## src/sv/sdel_pkg.sv

```systemverilog
// Shared constants, codes, types and helpers of the sorted double-ended list.
`default_nettype none

package sdel_pkg;

    localparam int CAPACITY    = 32;
    localparam int MAX_RESULTS = 32;
    localparam int IDX_W       = (CAPACITY > 1) ? $clog2(CAPACITY) : 1;
    localparam int CNT_W       = $clog2(CAPACITY + 1);
    localparam int KEY_W       = 32;
    localparam int MODE_W      = 4;
    localparam int STATUS_W    = 2;
    localparam int POS_W       = 5;
    localparam int COUNT_W     = 6;

    localparam logic [MODE_W-1:0] MODE_CLEAR    = 4'd0;
    localparam logic [MODE_W-1:0] MODE_INS_SORT = 4'd1;
    localparam logic [MODE_W-1:0] MODE_INS_TAIL = 4'd2;
    localparam logic [MODE_W-1:0] MODE_INS_HEAD = 4'd3;
    localparam logic [MODE_W-1:0] MODE_DEL_KEY  = 4'd4;
    localparam logic [MODE_W-1:0] MODE_DEL_TAIL = 4'd5;
    localparam logic [MODE_W-1:0] MODE_DEL_HEAD = 4'd6;
    localparam logic [MODE_W-1:0] MODE_REVERSE  = 4'd7;
    localparam logic [MODE_W-1:0] MODE_DUMP     = 4'd8;

    localparam logic [STATUS_W-1:0] ST_OK      = 2'd0;
    localparam logic [STATUS_W-1:0] ST_EMPTY   = 2'd1;
    localparam logic [STATUS_W-1:0] ST_FULL    = 2'd2;
    localparam logic [STATUS_W-1:0] ST_MISSING = 2'd3;

    typedef struct packed {
        logic              lt;
        logic              eq;
    } cmp_res_t;

    typedef struct packed {
        logic              rd_en;
        logic [IDX_W-1:0]  rd_addr;
        logic              wr_en;
        logic [IDX_W-1:0]  wr_addr;
        logic [KEY_W-1:0]  wr_data;
    } mem_req_t;

    typedef struct packed {
        logic                valid;
        logic [STATUS_W-1:0] status;
        logic [KEY_W-1:0]    value;
        logic [POS_W-1:0]    position;
        logic [COUNT_W-1:0]  entry_count;
        logic                last;
    } res_t;

    // Zero-extend an entry index to the width of the entry count.
    function automatic logic [CNT_W-1:0] to_cnt(input logic [IDX_W-1:0] i);
        logic [CNT_W+IDX_W-1:0] t;
        t = {{CNT_W{1'b0}}, i};
        return t[CNT_W-1:0];
    endfunction

endpackage

`default_nettype wire

```

## src/sv/sorted_double_ended_list.sv

```systemverilog
// Top level of the sorted double-ended list: stream ports, sequencer, store, output register.
`default_nettype none

// Bounded list of up to CAPACITY signed 32-bit keys, head at position 0, held
// in a single store with one write port and one registered read port. Each
// input item carries a mode and a key; every item yields one result, except a
// dump, which yields one result per entry (at most 32) with tlast on the final
// one. The block takes one item at a time: s_tready is high only while the
// sequencer is idle. A sorted insert runs a forward search, then, unless it
// lands at the tail, the upward shift; a head insert runs the upward shift
// alone; a key delete searches, then closes the gap with the downward shift,
// as a head delete does after taking its entry; a reverse swaps the entries
// pair by pair, and a dump reads back one entry per result. The store's single
// read port feeds the shared comparator and the shift moves at one entry a
// cycle. A finished result moves to the output register, so the next item can
// be taken while the result still waits for m_tready; a result that finds the
// output register still full waits until it drains.
module sorted_double_ended_list (
    input  wire logic        clk,
    input  wire logic        rst_n,
    input  wire logic        s_tvalid,
    output logic             s_tready,
    input  wire logic [39:0] s_tdata,   // mode[3:0], key[35:4], zero pad
    output logic             m_tvalid,
    input  wire logic        m_tready,
    output logic [47:0]      m_tdata,   // status[1:0], value[33:2], position[38:34],
                                        // entry_count[44:39], zero pad
    output logic             m_tlast
);

    sdel_pkg::mem_req_t          mem_req;
    logic [sdel_pkg::KEY_W-1:0]  mem_rdata;
    sdel_pkg::res_t              res;
    logic                        res_ready;

    logic                        out_valid_reg;
    sdel_pkg::res_t              out_reg;

    sdel_mem u_mem (
        .clk   (clk),
        .req   (mem_req),
        .rdata (mem_rdata)
    );

    sdel_ctrl u_ctrl (
        .clk       (clk),
        .rst_n     (rst_n),
        .in_valid  (s_tvalid),
        .in_ready  (s_tready),
        .in_mode   (s_tdata[3:0]),
        .in_key    (s_tdata[35:4]),
        .mem_req   (mem_req),
        .mem_rdata (mem_rdata),
        .res       (res),
        .res_ready (res_ready)
    );

    // Take a new result when the output register is empty or being drained.
    assign res_ready = !out_valid_reg || m_tready;

    always_ff @(posedge clk or negedge rst_n)
    begin
        if (!rst_n)
        begin
            out_valid_reg <= 1'b0;
        end
        else if (res_ready)
        begin
            out_valid_reg <= res.valid;
        end
    end

    // Hold the payload until the result is taken.
    always_ff @(posedge clk)
    begin
        if (res_ready && res.valid)
        begin
            out_reg <= res;
        end
    end

    assign m_tvalid = out_valid_reg;
    assign m_tlast  = out_reg.last;
    assign m_tdata  = {3'b000, out_reg.entry_count, out_reg.position,
                       out_reg.value, out_reg.status};

endmodule

`default_nettype wire

```

## src/sv/sdel_cmp.sv

```systemverilog
// Shared signed key comparator of the sorted double-ended list.
`default_nettype none

module sdel_cmp (
    input  wire logic signed [sdel_pkg::KEY_W-1:0] a,
    input  wire logic signed [sdel_pkg::KEY_W-1:0] b,
    output sdel_pkg::cmp_res_t                     res
);

    assign res.lt = (a < b);
    assign res.eq = (a == b);

endmodule

`default_nettype wire

```

## src/sv/sdel_mem.sv

```systemverilog
// Entry store: one write port and one registered read port.
`default_nettype none

module sdel_mem (
    input  wire logic                         clk,
    input  wire sdel_pkg::mem_req_t           req,
    output logic     [sdel_pkg::KEY_W-1:0]    rdata
);

    logic [sdel_pkg::KEY_W-1:0] mem [sdel_pkg::CAPACITY];

    always_ff @(posedge clk)
    begin
        if (req.wr_en)
        begin
            mem[req.wr_addr] <= req.wr_data;
        end
    end

    always_ff @(posedge clk)
    begin
        if (req.rd_en)
        begin
            rdata <= mem[req.rd_addr];
        end
    end

endmodule

`default_nettype wire

```

## src/sv/sdel_ctrl.sv

```systemverilog
// Sequencer: walks the entry store one entry a step through the shared comparator.
`default_nettype none

module sdel_ctrl (
    input  wire logic                          clk,
    input  wire logic                          rst_n,
    input  wire logic                          in_valid,
    output logic                               in_ready,
    input  wire logic [sdel_pkg::MODE_W-1:0]   in_mode,
    input  wire logic [sdel_pkg::KEY_W-1:0]    in_key,
    output sdel_pkg::mem_req_t                 mem_req,
    input  wire logic [sdel_pkg::KEY_W-1:0]    mem_rdata,
    output sdel_pkg::res_t                     res,
    input  wire logic                          res_ready
);

    localparam int IDX_W = sdel_pkg::IDX_W;
    localparam int CNT_W = sdel_pkg::CNT_W;

    typedef enum logic [3:0] {
        S_IDLE,
        S_SEARCH,
        S_TAKE,
        S_DN_MOVE,
        S_UP_MOVE,
        S_WRITE_KEY,
        S_REV_RD_LO,
        S_REV_RD_HI,
        S_REV_WR_LO,
        S_REV_WR_HI,
        S_DUMP_RD,
        S_DUMP_OUT,
        S_EMIT
    } state_t;

    state_t                          state_reg,  state_next;
    logic [sdel_pkg::MODE_W-1:0]     mode_reg,   mode_next;
    logic [sdel_pkg::KEY_W-1:0]      key_reg,    key_next;
    logic [CNT_W-1:0]                total_reg,  total_next;
    logic [IDX_W-1:0]                pos_reg,    pos_next;
    logic [IDX_W-1:0]                idx_reg,    idx_next;
    logic [IDX_W-1:0]                hi_reg,     hi_next;
    logic [sdel_pkg::KEY_W-1:0]      tmp_reg,    tmp_next;
    logic [sdel_pkg::KEY_W-1:0]      value_reg,  value_next;
    logic [sdel_pkg::STATUS_W-1:0]   status_reg, status_next;
    logic                            last_reg,   last_next;

    sdel_pkg::cmp_res_t              cmp;
    logic [CNT_W-1:0]                total_m1;
    logic [IDX_W-1:0]                total_m1_idx;
    logic                            is_full;
    logic                            is_empty;
    logic                            hit;
    logic [IDX_W+4:0]                idx_wide;
    logic [IDX_W+4:0]                pos_wide;
    logic [CNT_W+5:0]                cnt_wide;

    sdel_cmp u_cmp (
        .a   (mem_rdata),
        .b   (key_reg),
        .res (cmp)
    );

    assign total_m1     = CNT_W'(total_reg - 1'b1);
    assign total_m1_idx = total_m1[IDX_W-1:0];
    assign is_full      = (total_reg >= CNT_W'(sdel_pkg::CAPACITY));
    assign is_empty     = (total_reg == '0);
    assign hit          = (mode_reg == sdel_pkg::MODE_INS_SORT) ? !cmp.lt : cmp.eq;
    assign idx_wide     = {5'b0, idx_reg};
    assign pos_wide     = {5'b0, pos_reg};
    assign cnt_wide     = {6'b0, total_reg};

    always_comb
    begin
        state_next  = state_reg;
        mode_next   = mode_reg;
        key_next    = key_reg;
        total_next  = total_reg;
        pos_next    = pos_reg;
        idx_next    = idx_reg;
        hi_next     = hi_reg;
        tmp_next    = tmp_reg;
        value_next  = value_reg;
        status_next = status_reg;
        last_next   = last_reg;

        in_ready         = 1'b0;
        mem_req.rd_en    = 1'b0;
        mem_req.rd_addr  = '0;
        mem_req.wr_en    = 1'b0;
        mem_req.wr_addr  = '0;
        mem_req.wr_data  = mem_rdata;

        res.valid       = 1'b0;
        res.status      = status_reg;
        res.value       = value_reg;
        res.position    = pos_wide[4:0];
        res.entry_count = cnt_wide[5:0];
        res.last        = last_reg;

        case (state_reg)
            S_IDLE:
            begin
                in_ready = 1'b1;
                if (in_valid)
                begin
                    mode_next   = in_mode;
                    key_next    = in_key;
                    value_next  = '0;
                    pos_next    = '0;
                    last_next   = 1'b1;
                    status_next = sdel_pkg::ST_OK;
                    state_next  = S_EMIT;
                    case (in_mode)
                        sdel_pkg::MODE_CLEAR:
                        begin
                            total_next = '0;
                        end
                        sdel_pkg::MODE_INS_SORT,
                        sdel_pkg::MODE_INS_TAIL,
                        sdel_pkg::MODE_INS_HEAD:
                        begin
                            if (is_full)
                            begin
                                status_next = sdel_pkg::ST_FULL;
                            end
                            else if (in_mode == sdel_pkg::MODE_INS_TAIL || is_empty)
                            begin
                                pos_next   = total_reg[IDX_W-1:0];
                                state_next = S_WRITE_KEY;
                            end
                            else if (in_mode == sdel_pkg::MODE_INS_HEAD)
                            begin
                                mem_req.rd_en   = 1'b1;
                                mem_req.rd_addr = total_m1_idx;
                                idx_next        = total_reg[IDX_W-1:0];
                                state_next      = S_UP_MOVE;
                            end
                            else
                            begin
                                mem_req.rd_en = 1'b1;
                                idx_next      = '0;
                                state_next    = S_SEARCH;
                            end
                        end
                        sdel_pkg::MODE_DEL_KEY,
                        sdel_pkg::MODE_DEL_TAIL,
                        sdel_pkg::MODE_DEL_HEAD:
                        begin
                            if (is_empty)
                            begin
                                status_next = sdel_pkg::ST_EMPTY;
                            end
                            else if (in_mode == sdel_pkg::MODE_DEL_KEY)
                            begin
                                mem_req.rd_en = 1'b1;
                                idx_next      = '0;
                                state_next    = S_SEARCH;
                            end
                            else
                            begin
                                pos_next        = (in_mode == sdel_pkg::MODE_DEL_TAIL) ?
                                                  total_m1_idx : '0;
                                mem_req.rd_en   = 1'b1;
                                mem_req.rd_addr = (in_mode == sdel_pkg::MODE_DEL_TAIL) ?
                                                  total_m1_idx : '0;
                                state_next      = S_TAKE;
                            end
                        end
                        sdel_pkg::MODE_REVERSE:
                        begin
                            if (total_reg > CNT_W'(1))
                            begin
                                idx_next   = '0;
                                hi_next    = total_m1_idx;
                                state_next = S_REV_RD_LO;
                            end
                        end
                        sdel_pkg::MODE_DUMP:
                        begin
                            if (is_empty)
                            begin
                                status_next = sdel_pkg::ST_EMPTY;
                            end
                            else
                            begin
                                idx_next   = '0;
                                state_next = S_DUMP_RD;
                            end
                        end
                        default:
                        begin
                            state_next = S_EMIT;
                        end
                    endcase
                end
            end

            // Data of entry idx is on the read port; fetch idx + 1 alongside.
            S_SEARCH:
            begin
                if (hit)
                begin
                    pos_next = idx_reg;
                    if (mode_reg == sdel_pkg::MODE_DEL_KEY)
                    begin
                        value_next = mem_rdata;
                        if (sdel_pkg::to_cnt(idx_reg) == total_m1)
                        begin
                            total_next = total_m1;
                            state_next = S_EMIT;
                        end
                        else
                        begin
                            mem_req.rd_en   = 1'b1;
                            mem_req.rd_addr = IDX_W'(idx_reg + 1'b1);
                            state_next      = S_DN_MOVE;
                        end
                    end
                    else
                    begin
                        mem_req.rd_en   = 1'b1;
                        mem_req.rd_addr = total_m1_idx;
                        idx_next        = total_reg[IDX_W-1:0];
                        state_next      = S_UP_MOVE;
                    end
                end
                else if (sdel_pkg::to_cnt(idx_reg) == total_m1)
                begin
                    if (mode_reg == sdel_pkg::MODE_DEL_KEY)
                    begin
                        status_next = sdel_pkg::ST_MISSING;
                        pos_next    = '0;
                        state_next  = S_EMIT;
                    end
                    else
                    begin
                        pos_next   = total_reg[IDX_W-1:0];
                        state_next = S_WRITE_KEY;
                    end
                end
                else
                begin
                    mem_req.rd_en   = 1'b1;
                    mem_req.rd_addr = IDX_W'(idx_reg + 1'b1);
                    idx_next        = IDX_W'(idx_reg + 1'b1);
                end
            end

            S_TAKE:
            begin
                value_next = mem_rdata;
                idx_next   = pos_reg;
                if (sdel_pkg::to_cnt(pos_reg) == total_m1)
                begin
                    total_next = total_m1;
                    state_next = S_EMIT;
                end
                else
                begin
                    mem_req.rd_en   = 1'b1;
                    mem_req.rd_addr = IDX_W'(pos_reg + 1'b1);
                    state_next      = S_DN_MOVE;
                end
            end

            // Close the gap: entry idx takes the entry above it.
            S_DN_MOVE:
            begin
                mem_req.wr_en   = 1'b1;
                mem_req.wr_addr = idx_reg;
                mem_req.wr_data = mem_rdata;
                if (CNT_W'(sdel_pkg::to_cnt(idx_reg) + 1'b1) == total_m1)
                begin
                    total_next = total_m1;
                    state_next = S_EMIT;
                end
                else
                begin
                    mem_req.rd_en   = 1'b1;
                    mem_req.rd_addr = IDX_W'(idx_reg + 2'd2);
                    idx_next        = IDX_W'(idx_reg + 1'b1);
                end
            end

            // Open a gap: entry idx takes the entry below it.
            S_UP_MOVE:
            begin
                mem_req.wr_en   = 1'b1;
                mem_req.wr_addr = idx_reg;
                mem_req.wr_data = mem_rdata;
                if (IDX_W'(idx_reg - 1'b1) == pos_reg)
                begin
                    state_next = S_WRITE_KEY;
                end
                else
                begin
                    mem_req.rd_en   = 1'b1;
                    mem_req.rd_addr = IDX_W'(idx_reg - 2'd2);
                    idx_next        = IDX_W'(idx_reg - 1'b1);
                end
            end

            S_WRITE_KEY:
            begin
                mem_req.wr_en   = 1'b1;
                mem_req.wr_addr = pos_reg;
                mem_req.wr_data = key_reg;
                total_next      = CNT_W'(total_reg + 1'b1);
                state_next      = S_EMIT;
            end

            S_REV_RD_LO:
            begin
                mem_req.rd_en   = 1'b1;
                mem_req.rd_addr = idx_reg;
                state_next      = S_REV_RD_HI;
            end

            S_REV_RD_HI:
            begin
                tmp_next        = mem_rdata;
                mem_req.rd_en   = 1'b1;
                mem_req.rd_addr = hi_reg;
                state_next      = S_REV_WR_LO;
            end

            S_REV_WR_LO:
            begin
                mem_req.wr_en   = 1'b1;
                mem_req.wr_addr = idx_reg;
                mem_req.wr_data = mem_rdata;
                state_next      = S_REV_WR_HI;
            end

            S_REV_WR_HI:
            begin
                mem_req.wr_en   = 1'b1;
                mem_req.wr_addr = hi_reg;
                mem_req.wr_data = tmp_reg;
                if (CNT_W'(sdel_pkg::to_cnt(idx_reg) + 2'd2) < sdel_pkg::to_cnt(hi_reg))
                begin
                    idx_next   = IDX_W'(idx_reg + 1'b1);
                    hi_next    = IDX_W'(hi_reg - 1'b1);
                    state_next = S_REV_RD_LO;
                end
                else
                begin
                    state_next = S_EMIT;
                end
            end

            S_DUMP_RD:
            begin
                mem_req.rd_en   = 1'b1;
                mem_req.rd_addr = idx_reg;
                state_next      = S_DUMP_OUT;
            end

            S_DUMP_OUT:
            begin
                value_next  = mem_rdata;
                pos_next    = idx_reg;
                status_next = sdel_pkg::ST_OK;
                last_next   = (sdel_pkg::to_cnt(idx_reg) == total_m1) ||
                              (idx_wide == (IDX_W+5)'(sdel_pkg::MAX_RESULTS - 1));
                state_next  = S_EMIT;
            end

            S_EMIT:
            begin
                res.valid = 1'b1;
                if (res_ready)
                begin
                    if (last_reg)
                    begin
                        state_next = S_IDLE;
                    end
                    else
                    begin
                        idx_next   = IDX_W'(idx_reg + 1'b1);
                        state_next = S_DUMP_RD;
                    end
                end
            end

            default:
            begin
                state_next = S_IDLE;
            end
        endcase
    end

    always_ff @(posedge clk or negedge rst_n)
    begin
        if (!rst_n)
        begin
            state_reg  <= S_IDLE;
            mode_reg   <= sdel_pkg::MODE_CLEAR;
            key_reg    <= '0;
            total_reg  <= '0;
            pos_reg    <= '0;
            idx_reg    <= '0;
            hi_reg     <= '0;
            tmp_reg    <= '0;
            value_reg  <= '0;
            status_reg <= sdel_pkg::ST_OK;
            last_reg   <= 1'b0;
        end
        else
        begin
            state_reg  <= state_next;
            mode_reg   <= mode_next;
            key_reg    <= key_next;
            total_reg  <= total_next;
            pos_reg    <= pos_next;
            idx_reg    <= idx_next;
            hi_reg     <= hi_next;
            tmp_reg    <= tmp_next;
            value_reg  <= value_next;
            status_reg <= status_next;
            last_reg   <= last_next;
        end
    end

endmodule

`default_nettype wire

```

## config.mk

```make
export PLATFORM = sky130hd
export DESIGN_NAME = sorted_double_ended_list
export DESIGN_NICKNAME = d
export VERILOG_FILES = /design/src/sv/sdel_pkg.sv /design/src/sv/sorted_double_ended_list.sv /design/src/sv/sdel_cmp.sv /design/src/sv/sdel_mem.sv /design/src/sv/sdel_ctrl.sv
export SDC_FILE = /design/constraint.sdc
export NUM_CORES = 2
export LEC_CHECK = 0
export BUFFER_PORTS_ARGS = -buffer_cell sky130_fd_sc_hd__buf_2
export CORE_MARGIN = 3
export CORE_UTILIZATION = 55
export DETAILED_ROUTE_END_ITERATION = 12
export GPL_TIMING_DRIVEN = 0
export PLACE_DENSITY = 0.69
export SLEW_MARGIN = 20
export SYNTH_ARGS = -nofsm -noshare
export SYNTH_HDL_FRONTEND = slang
export SYNTH_HIERARCHICAL = 1
export SYNTH_SLANG_ARGS = --single-unit
```

## constraint.sdc

```tcl
create_clock -name clk -period 6.7 [get_ports clk]
set_clock_uncertainty 0.1 [all_clocks]
set_input_delay 1.34 -clock clk [delete_from_list [all_inputs] [get_ports clk]]
set_output_delay 1.34 -clock clk [all_outputs]
set_load 0.05 [all_outputs]
```

Word level (Yosys, flattened, before mapping)
Memories as Yosys holds them, arrays and structs flattened. A register that Yosys moved wholly into a read port is not among the register bits.
Cells that the tools add are included.

word-level totals
  flip-flop bits (word level) = 175
  memory bits (writable) = 1024
  input port bits = 44
  output and inout port bits = 51
  logic and storage cells = 213
  memories kept = 1

memories
  name       words  width  read ports  clocked after memory_dff  wr ports  line            RTL
  u_mem.mem  32     32     1           1                         1         sdel_mem.sv:10  logic [sdel_pkg::KEY_W-1:0] mem [sdel_pkg::CAPACITY];

operators by class
  $add $sub $neg = 10
  $lt $le $gt $ge = 4
  eq/ne operators = 54
  multiplexer cells = 96
  reductions and logical operators = 31

operators with widths
  kind                                                              count
  5-bit 2-to-1 mux                                                  30
  38-bit one-hot mux with 3 select lines                            1
  6-bit 2-to-1 mux                                                  17
  32-bit 2-to-1 mux                                                 3
  32-bit one-hot mux with 3 select lines                            1
  4-bit 2-to-1 mux                                                  16
  4-bit one-hot mux with 12 select lines                            1
  6-bit one-hot mux with 7 select lines                             1
  4-bit by 3-bit == test with 1-bit output (second input constant)  9
  5-bit one-hot mux with 7 select lines                             1
  32-bit == test                                                    1
  32-bit < comparator                                               1
  6-bit one-hot mux with 5 select lines                             1
  4-bit == test (second input constant)                             6
  5-bit one-hot mux with 2 select lines                             2
  5-bit one-hot mux with 4 select lines                             1
  4-bit by 2-bit == test with 1-bit output (second input constant)  4
  2-bit by 1-bit != test with 1-bit output (second input constant)  8
  2-bit != test (second input constant)                             8
  4-bit one-hot mux with 4 select lines                             1
  16-bit AND reduction                                              1
  3-bit != test (second input constant)                             5
  5-bit one-hot mux with 3 select lines                             1
  5-bit AND reduction                                               3
  other kinds (42)                                                  72

Logic depth before layout (Yosys ltp)
  depth after elaboration = 7
  mapped depth = 22
  gate-level depth less buffers = 19

Modules after synthesis
The synthesis kept the hierarchy.

modules (own cells, without submodules)
  module                    times used  cells each  area each (µm²)  seq. area each (µm²)
  sdel_mem                  1           2260        40812.9          31710.4
  sdel_ctrl                 1           998         8323.0           3203.1
  sorted_double_ended_list  1           54          1461.4           1406.3
  sdel_cmp                  1           113         820.8            0.0

Worst setup path before layout
No wires, ideal clock.

  path kind = register to register
  from = register u_ctrl.state_reg[3]
  to = memory u_mem/mem[17][0] in the netlist's numbering, enable pin
  library setup time = 0.421 ns
  arrival = 3.826 ns
  required time = 6.179 ns
  slack = 2.353 ns
  stages on the path, launching flop included = 9
  buffers on the path = 3
  clock period less this slack = 4.347 ns
  path through = dfrtp_1 buf_4 clkbuf_1 nor3_1 clkbuf_1 a222oi_1 inv_1 or3b_2 nor2_1

RTL lines
  item                      line              RTL
  start: declaration        sdel_ctrl.sv:36   state_t state_reg, state_next;
  start signal: assignment  sdel_ctrl.sv:412  state_reg <= state_next;
  end: declaration          sdel_mem.sv:10

==> results.tsv <==
metric	value	unit
status	completed	
fp.dieH	312	um
min_period	6.49	ns
syn_area	0.0514	sq mm
wire_per_inst	25.6	um
core_area	0.0922	sq mm
period_share	0.969	
critPathLaunchType	flip-flop	
ys_seq_area_frac	0.706	
clk_pin_slew_worst_paths	0.06	ns
tightestPinTransition	1.13	ns
io_pins	95	
vias_per_cell	6.08	
antenna_found_initial	7	
finalHoldViolations	0	
drt_iter0_markers	3152	
holdWs	0.343	ns
grt_pass1_vias	29900	
firstDrtPassIters	6	
arrival	6.75	ns
synth_edf_count	1102	
postRouteAntennaNets	0	
avgSynthCellArea	15.0	sq um
cts_made_buffers	120	
cap_violations	0	
nNetsFinal	3760	
cts_tree	done	
yosysWarnings	6	
grt_max_degree	88	
grt_util_all_layers	0.262	
htreeDepth	3	
top_register	u_mem/mem	
ys_ff_latch	1231	
drive_above_1_share	0.142	
port_buffers	84	
cts.sinks	1231	
dr_total_vias	30400	
hpwl	87.7	mm
largest_reg_flops	1024	
critPathMaxFanout	10	
wirelength	128	mm
critical_path_class	reg -> reg	
die-area	0.0972	sq mm
setup_viol	0	
root_buffer	clkbuf_16	
ys_types	90	
clock_latency	0.71	ns
gp_congestion	0.941	
area_growth	13.7	%
rsz0062_at_grt	false	
clock.fmax	154	MHz
route.detailed.drc	0	
cp.required	6.96	ns
hp-class	reg -> reg	
ctsLongestPathBuffers	3	
n_fill_cell	6725	
die_width	312	um
setup_tns	0	ns
critPathCaptureType	flip-flop	
maxSlewViolCount	0	
cts_hold_buf	0	
initial_core_util	0.558	
grt-ovfl-total	0	
synth-async-reset-ratio	0.105	
ys.flop_type	edfxtp_1	
relSlewSlack	0.247	
rows	111	
grt_pass1_wl	192	mm
synth_cells	3425	
[worst max-delay path, cell delays in order (launching register included)]
cell	delay [ns]
edfxtp_1	0.46
ha_1	0.36
a21oi_1	0.14
o21ai_0	0.16
a221oi_1	0.48
o2111ai_1	0.22
o22ai_2	0.25
inv_1	0.07
mux2i_1	0.17
clkbuf_2	0.28
nor3_1	0.11
a41oi_1	0.39
o21ai_0	0.13
a21oi_1	0.13
o221ai_1	0.46
nor2_1	0.29
buf_2	0.32
buf_2	0.34
buf_2	0.35
nand2_1	0.11
a31oi_1	0.54
nand3_1	0.27
[Yosys cell counts, drive strengths merged (12+ instances only)]
cell | count | area [sq um]
a21oi | 131 | 659
a22o | 68 | 596
a22oi | 137 | 1030
a31oi | 47 | 307
and2 | 13 | 86.3
buf | 108 | 756
clkbuf | 97 | 372
dfrtp | 129 | 3230
edfxtp | 1102 | 33100
ha | 48 | 601
inv | 61 | 229
mux2 | 40 | 450
mux2i | 516 | 5160
nand2 | 380 | 1430
nand3 | 125 | 626
nor2 | 85 | 322
nor3 | 46 | 230
nor4 | 13 | 109
o211ai | 12 | 90.1
o21ai | 70 | 350
xnor2 | 17 | 149
[kinds of logic (layout without fill, tap and decap cells)]
group	after synthesis	after routing	synth area share
xor gates and xnor gates	31	31	0.00635
buffers and inverters	266	603	0.0264
and+or+nand+nor	740	740	0.0657
AOI/OAI and AO/OA	552	552	0.0743
adders and majority gates	48	48	0.0117
other	1	6	0.0000729
DFF	1231	1231	0.706
muxes	556	556	0.109
[area by class of cell]
cell class              instances  area, sq um  share of cell area
clock buffers                 142         3130              0.0535
multi-input cells            1930        14100               0.241
clock inverters                76          744              0.0127
plain buffers                 205         1130              0.0194
repair buffers                119         1230              0.0211
well taps                    1243         1560              0.0266
flip-flops and latches       1231        36300               0.621
diodes                          3         7.51            0.000128
inverters                      61          229             0.00392
[repair_timing]
action / in CTS / in global routing
resized for setup: 5 / 9
setup endpoints to repair: 12 / 13
buffers inserted: 0 / 0
[cells in the final DEF (no fill, tap or decap), types with 28 or more instances in the layout]
master,synthesis,layout
clkinv_1,0,28
clkbuf_1,95,110
mux2_2,40,40
ha_1,48,48
inv_1,61,61
nand3_1,125,124
buf_4,44,45
nor2_4,0,32
o21ai_0,67,67
a21oi_1,130,130
edfxtp_1,1102,1102
nor2_1,84,52
buf_2,34,117
a22o_1,68,68
mux2i_1,516,516
clkbuf_16,0,122
a22oi_1,137,137
a31oi_1,45,39
nor3_1,46,45
dfrtp_1,129,129
nand2_1,380,356
[final timing paths]
kind                                startpoint              endpoint  slack [ns]  cells past startpoint
min in group asynchronous                rst_n     u_ctrl/idx_reg[4]        0.44                      1
min reg2reg                u_ctrl/value_reg[3]            m_tdata[5]        0.34                      0
max in group asynchronous                rst_n  u_ctrl/value_reg[14]        5.25                      2
max reg2reg                    u_mem/rdata[19]       u_mem/rdata[17]        0.21                     21
min                        u_ctrl/value_reg[3]            m_tdata[5]        0.34                      0
max                            u_mem/rdata[19]       u_mem/rdata[17]        0.21                     21
[stage by stage]
step                std cells  instance area, sq um  setup WS [ns]   util
floorplan                3427                 51400           2.35      -
global placement         4754                 53400         -0.408  0.579
detailed placement       4789                 54500         -0.194  0.591
CTS                      5007                 58400         0.0633  0.633
global route             5007                 58400         0.0407  0.634
finish                   5010                 58500          0.210  0.634
[routing by layer]
metal	vias to the layer above	track usage	wire length [um]
met5	-	0	57
met3	246	0.0506	10000
met4	8	0.0737	3580
met2	1278	0.421	60300
met1	15300	0.367	54300
li1	13600	-	-
Power is not shown: default switching activity piles up to over one toggle a cycle in this logic, so the estimate is an artifact.
